$ cat config.mk
export PLATFORM = sky130hd
export DESIGN_NAME = fpsr_mac
export DESIGN_NICKNAME = d
export VERILOG_FILES = /design/src/design/fpsr_pkg.sv /design/src/design/fpsr_mac.sv
export SDC_FILE = /design/constraint.sdc
export NUM_CORES = 2
export LEC_CHECK = 0
export ABC_AREA = 1
export BUFFER_PORTS_ARGS = -buffer_cell sky130_fd_sc_hd__buf_2
export CORE_MARGIN = 2
export CORE_UTILIZATION = 60
export DETAILED_ROUTE_END_ITERATION = 12
export GPL_TIMING_DRIVEN = 0
export PLACE_DENSITY = 0.8
export RECOVER_POWER = 50
export SETUP_SLACK_MARGIN = 0.05
export SYNTH_ARGS = -nofsm -noshare
export SYNTH_HDL_FRONTEND = slang
export SYNTH_SLANG_ARGS = --single-unit
$ cat constraint.sdc
create_clock -name clk_i -period 6.1 [get_ports clk_i]
set_input_delay 0.305 -clock clk_i [delete_from_list [all_inputs] [get_ports clk_i]]
set_output_delay 0.305 -clock clk_i [all_outputs]
set_load 0.05 [all_outputs]
$ cat src/design/fpsr_pkg.sv
// Shared constants, types and codes of the five-point stencil relaxation block.
`timescale 1ns / 1ps
package fpsr_pkg;

  localparam int unsigned MAX_GRID = 64;
  localparam int unsigned GRID_AW  = $clog2(MAX_GRID);
  localparam int unsigned ADDR_W   = 2 * GRID_AW;
  localparam int unsigned CELLS    = MAX_GRID * MAX_GRID;
  localparam int unsigned SIZE_W   = 7;
  localparam int unsigned CFG_W    = 16;
  localparam int unsigned DATA_W   = 32;
  localparam int unsigned PROD_W   = DATA_W + CFG_W + 1;
  localparam int unsigned ACC_W    = PROD_W + 3;

  localparam logic [SIZE_W-1:0] GRID_RST = SIZE_W'(64);
  localparam logic [CFG_W-1:0]  ITER_RST = 16'd1;
  localparam logic [CFG_W-1:0]  COEF_N_RST = 16'd8192;
  localparam logic [CFG_W-1:0]  COEF_W_RST = 16'd5407;
  localparam logic [CFG_W-1:0]  COEF_C_RST = 16'd4096;
  localparam logic [CFG_W-1:0]  COEF_E_RST = 16'd4096;
  localparam logic [CFG_W-1:0]  COEF_S_RST = 16'd4096;

  typedef enum logic [1:0] {
    CMD_LOAD = 2'd0,
    CMD_RUN  = 2'd1,
    CMD_READ = 2'd2,
    CMD_NOP  = 2'd3
  } cmd_e;

  typedef enum logic [2:0] {
    REG_GRID_SIZE  = 3'd0,
    REG_ITER_COUNT = 3'd1,
    REG_COEF_N     = 3'd2,
    REG_COEF_W     = 3'd3,
    REG_COEF_C     = 3'd4,
    REG_COEF_E     = 3'd5,
    REG_COEF_S     = 3'd6,
    REG_UNUSED     = 3'd7
  } reg_e;

  typedef enum logic [2:0] {
    TAP_N = 3'd0,
    TAP_W = 3'd1,
    TAP_C = 3'd2,
    TAP_E = 3'd3,
    TAP_S = 3'd4
  } tap_e;

  typedef enum logic [3:0] {
    ST_IDLE,
    ST_READ,
    ST_COPY_RD,
    ST_COPY_WR,
    ST_SW_RD,
    ST_SW_MUL,
    ST_SW_ACC,
    ST_SW_WR,
    ST_DONE
  } state_e;

  typedef struct packed {
    logic mul_en;
    logic acc_en;
    logic first;
  } mac_ctl_t;

endpackage

$ cat src/design/fpsr_mac.sv
// Shared multiply-accumulate unit with Q2.14 coefficients, rounding and saturation.
`timescale 1ns / 1ps
module fpsr_mac import fpsr_pkg::*; (
  input  logic                     clk_i,
  input  mac_ctl_t                 ctl_i,
  input  logic signed [DATA_W-1:0] data_i,
  input  logic [CFG_W-1:0]         coef_i,
  output logic signed [DATA_W-1:0] result_o,
  output logic                     sat_o
);

  logic signed [PROD_W-1:0] prod_q;
  logic signed [ACC_W-1:0]  acc_q;
  logic signed [ACC_W-1:0]  rnd;
  logic signed [ACC_W-15:0] quo;
  logic                     ovf;

  always_ff @(posedge clk_i) begin
    if (ctl_i.mul_en) begin
      prod_q <= data_i * $signed({1'b0, coef_i});
    end
    if (ctl_i.acc_en) begin
      acc_q <= ctl_i.first ? ACC_W'(prod_q) : acc_q + ACC_W'(prod_q);
    end
  end

  // round half up, then floor shift by 14
  assign rnd = acc_q + ACC_W'(8192);
  assign quo = rnd[ACC_W-1:14];
  assign ovf = quo[ACC_W-15:DATA_W-1] != {(ACC_W-14-DATA_W+1){quo[DATA_W-1]}};
  assign sat_o = ovf;

  always_comb begin
    if (!ovf) begin
      result_o = quo[DATA_W-1:0];
    end else if (quo[ACC_W-15]) begin
      result_o = {1'b1, {(DATA_W-1){1'b0}}};
    end else begin
      result_o = {1'b0, {(DATA_W-1){1'b1}}};
    end
  end

endmodule
== Word level (Yosys, flattened, before mapping) ==
Cells that the tools add are included.
Word-level totals
  flip-flop bits (word level): 101
  input port bits: 52
  output and inout port bits: 33
Operators by class
  add/subtract/negate cells: 2
  multiply operators: 1
  eq/ne operators: 1
  muxes and demuxes: 3
Operators with widths (number)
  $mux 32: 2
  $add 52x15->52 const B: 1
  $add 52x49->52: 1
  $mux 52: 1
  $mul 32x17->49: 1
  $ne 6x6->1: 1

== Depth between registers and ports, before layout ==
  depth after elaboration: 3
  gate-level depth with buffers: 28
  depth with buffers taken out: 26

== Worst setup path after synthesis ==
OpenSTA, ideal clock, no wires.
  kind: input to register
  from: input data_i[31]
  to: register prod_q[46] (data pin)
  library setup time: 0.258 ns
  arrival time: 5.616 ns
  data required time: 5.842 ns
  slack: 0.226 ns
  cell stages on the path: 20
  path buffers: 2
  cells stage by stage: clkbuf_1 -> clkbuf_1 -> nand2_1 -> fa_1 -> inv_1 -> fa_1 -> fa_1 -> fa_1 -> fa_1 -> inv_1 -> fa_1 -> inv_1 -> ha_1 -> a21oi_1 -> o21ai_0 -> a21oi_1 -> o21ai_0 -> a21oi_1 -> nand3_1 -> xor2_1
Between the ends
  longest elaborated chain between the ends: 1
RTL lines
  start, declared: RTL line fpsr_mac.sv:6  | input logic signed [DATA_W-1:0] data_i,
  $mul 32x17->49: RTL line fpsr_mac.sv:20  | prod_q <= data_i * $signed({1'b0, coef_i});
  end signal, assigned: RTL line fpsr_mac.sv:20
  end, declared: RTL line fpsr_mac.sv:12  | logic signed [PROD_W-1:0] prod_q;
Every way passes these cells.
A chain may end at the register's enable or synchronous reset.

== Worst setup path after layout ==
  from: input coef_i[9]
  to: register prod_q[40] (data pin)
Between the ends
  longest elaborated chain between the ends: 1
RTL lines
  start, declared: RTL line fpsr_mac.sv:7  | input logic [CFG_W-1:0] coef_i,
  $mul 32x17->49: RTL line fpsr_mac.sv:20
Every way passes these cells.

==> run summary <==
routed wire length per instance: 19.0 um
number of synthesized flops with an enable pin: 101
# IOs: 85
Worst R2R Start: prod_q[0]
Final nets: 4667
Setup TNS Final: 0 ps
Fin. Hold Viols: 0
CTS HTree Levels: 3
vias per cell: 5.50
skew final: 16.2 ps
startpoint types: input pin
Achievable Freq: 168 MHz
Synth Instances: 3893
Mapped Nets: 4604
design area: 0.0298 mm^2
CTS tree: yes
reg2reg setup slack: 3100 ps
area leader, netlist: fa_1
final setup violation count: 0
Post-synth top cells: nand2_1, inv_1, fa_1
cell area after synthesis: 0.0282 mm^2
CP Capture Type: flop
placed standard-cell area: 0.0292 mm^2
initial antenna violation count: 0
filler instances: 4172
Worst Hold Class: input pin to flop
port bufs: 51
All-Layer GR Usage: 36.1%
cell row count: 79
R2R cell count: 13
#FFs+latches synth: 101
pre-CTS setup slack: -879 ps
Num CTS Buffers: 9
WP data arrival: 6020 ps
first-pass GRT wire length: 136000 um
number of global-route vias before repair: 25.3k
Worst EP required: 6190 ps
RSZ-0062 raised after global routing: true
worst slew pin tran: 3230 ps
hpwl dp: 72900 um
Reg clk slew, reported paths: 70 ps
Seq/Total Area, Yosys: 10.8%
Vias: 25.1k
core outline area: 0.0465 mm^2
Post-synth ARST share: 0%
maxcap violations: 2
CTS root buf: clkbuf_16
HP Start: coef_i[1]
Hold Crit Endpoint: prod_q[1]
CTS max path bufs: 2
fin. max-slew vios: 103
r2r endpoint: acc_q[44]
die area: 0.0488 mm^2
final RePlAce weighted congestion: 1.02
Antenna Nets Post-Route: 0
top_reg_cell synth: edfxtp_1
drt pass-1 iters: 5
fraction of layout cells with a size suffix above 1: 5.43%
Mapped Avg Cell Area: 7.25 um^2
fin worst setup slack: 165 ps
final WL: 87000 um
die width: 221 um
share of the synthesized area in the top cell type: 34.8%
Unique masters post-synth: 38
CP Class: input pin to flop
Clock Sinks: 101
Final Cycle Share: 97.3%
First DRT Iteration DRCs: 2247
Syn-to-layout area delta: 5.64%
status: complete, but fails checks
Rel. slew slack: -115%
diodes inserted: 0
worst-path fanout max: 10
chip height: 221 um
count leader, synth: nand2_1
post-cts hold buffer count: 0
post-layout min period: 5940 ps
failing checks: max-capacitance violations, max-slew violations
largest net degree at the start of global routing: 53
Yosys warning count: 0
Initial Util: 60.7%
Skew-Pair Late Insertion Delay: 360 ps
DR DRC count: 0
ranking of synthesized cells by area: fa_1, nand2_1, inv_1
grt ovf: 0
Hold Path Stages: 4
worst max-delay path by stage:
stage / start / endpoint / slack, ps / cells after the start
floorplan: data_i[31] / prod_q[46] / 230 / 20
global placement: coef_i[4] / prod_q[46] / -820 / 20
detailed placement: coef_i[4] / prod_q[46] / -880 / 20
CTS: data_i[31] / prod_q[46] / 20 / 20
global route: coef_i[3] / prod_q[41] / 3 / 24
finish: coef_i[9] / prod_q[40] / 160 / 22
cell type report:
class                   instances  area [um^2]  area share (%)
repair buffers                 53          270           0.907
flip-flops and latches        101         3030            10.2
plain buffers                 134          747            2.51
multi-input cells            2631        20900            70.0
clock inverters                 5         60.1           0.202
clock buffers                  10          229           0.768
inverters                    1026         3850            12.9
well taps                     607          759            2.55
repair_timing:
item / 4_1_cts / 5_1_grt
pin swaps: 1 / 1
hold endpoints to repair: 0 / 0
resized for setup: 61 / 169
setup buffers: 2 / 0
setup endpoints to repair: 27 / 29
metrics by stage:
stage	util (%)	hold slack [ps]	cells
global placement	62.9	549	4551
floorplan	-	417	3893
finish	64.2	497	4567
global route	64.2	503	4567
detailed placement	62.9	551	4551
CTS	63.7	375	4568
cell usage in the layout (no fill, tap or decap), drive strengths merged, types with 2 or more instances in the layout:
master     n
a21boi     2
a21o      13
a21oi    138
a31oi     11
and3       2
buf       78
clkbuf   119
clkinv     3
edfxtp   101
fa       490
ha       169
inv     1027
nand2   1097
nand3    129
nand3b    10
nand4     65
nor2     249
nor3      24
nor4       8
o21a      10
o21ai    102
o21bai    11
or2       14
xnor2     27
xor2      58
cell families after synthesis:
family                     share of synthesized area, %
and+or+nand+nor                                    23.3
buffers and inverters                              15.6
adders and majority gates                          42.3
AOI/OAI and AO/OA                                  5.49
DFF                                                10.8
xor gates and xnor gates                           2.64
sequential cells by signal, indices dropped and copies added (netlist names):
register,flops
acc_q,52
prod_q,49
worst max-delay path: stages:
cell and delay (ps):
buf_2 290, clkbuf_4 360, nand2_1 110, fa_1 520, inv_1 60, fa_1 490, fa_1 570, fa_1 530
fa_1 550, inv_1 60, fa_1 530, inv_1 50, ha_1 390, nand2_1 100, nand2_1 80, nand3_1 70
nand2_1 50, inv_1 80, o21ai_0 120, a21oi_1 250, nand3_1 230, xor2_1 220
metal layers:
metal / global-route usage [%] / share of wire, %
met3: 6.73 / 10
met5: 0 / 0
met4: 20.5 / 6.9
met1: 46.2 / 38
met2: 58.1 / 45
Power is not shown: default switching activity piles up to over one toggle a cycle in this logic, so the estimate is an artifact.
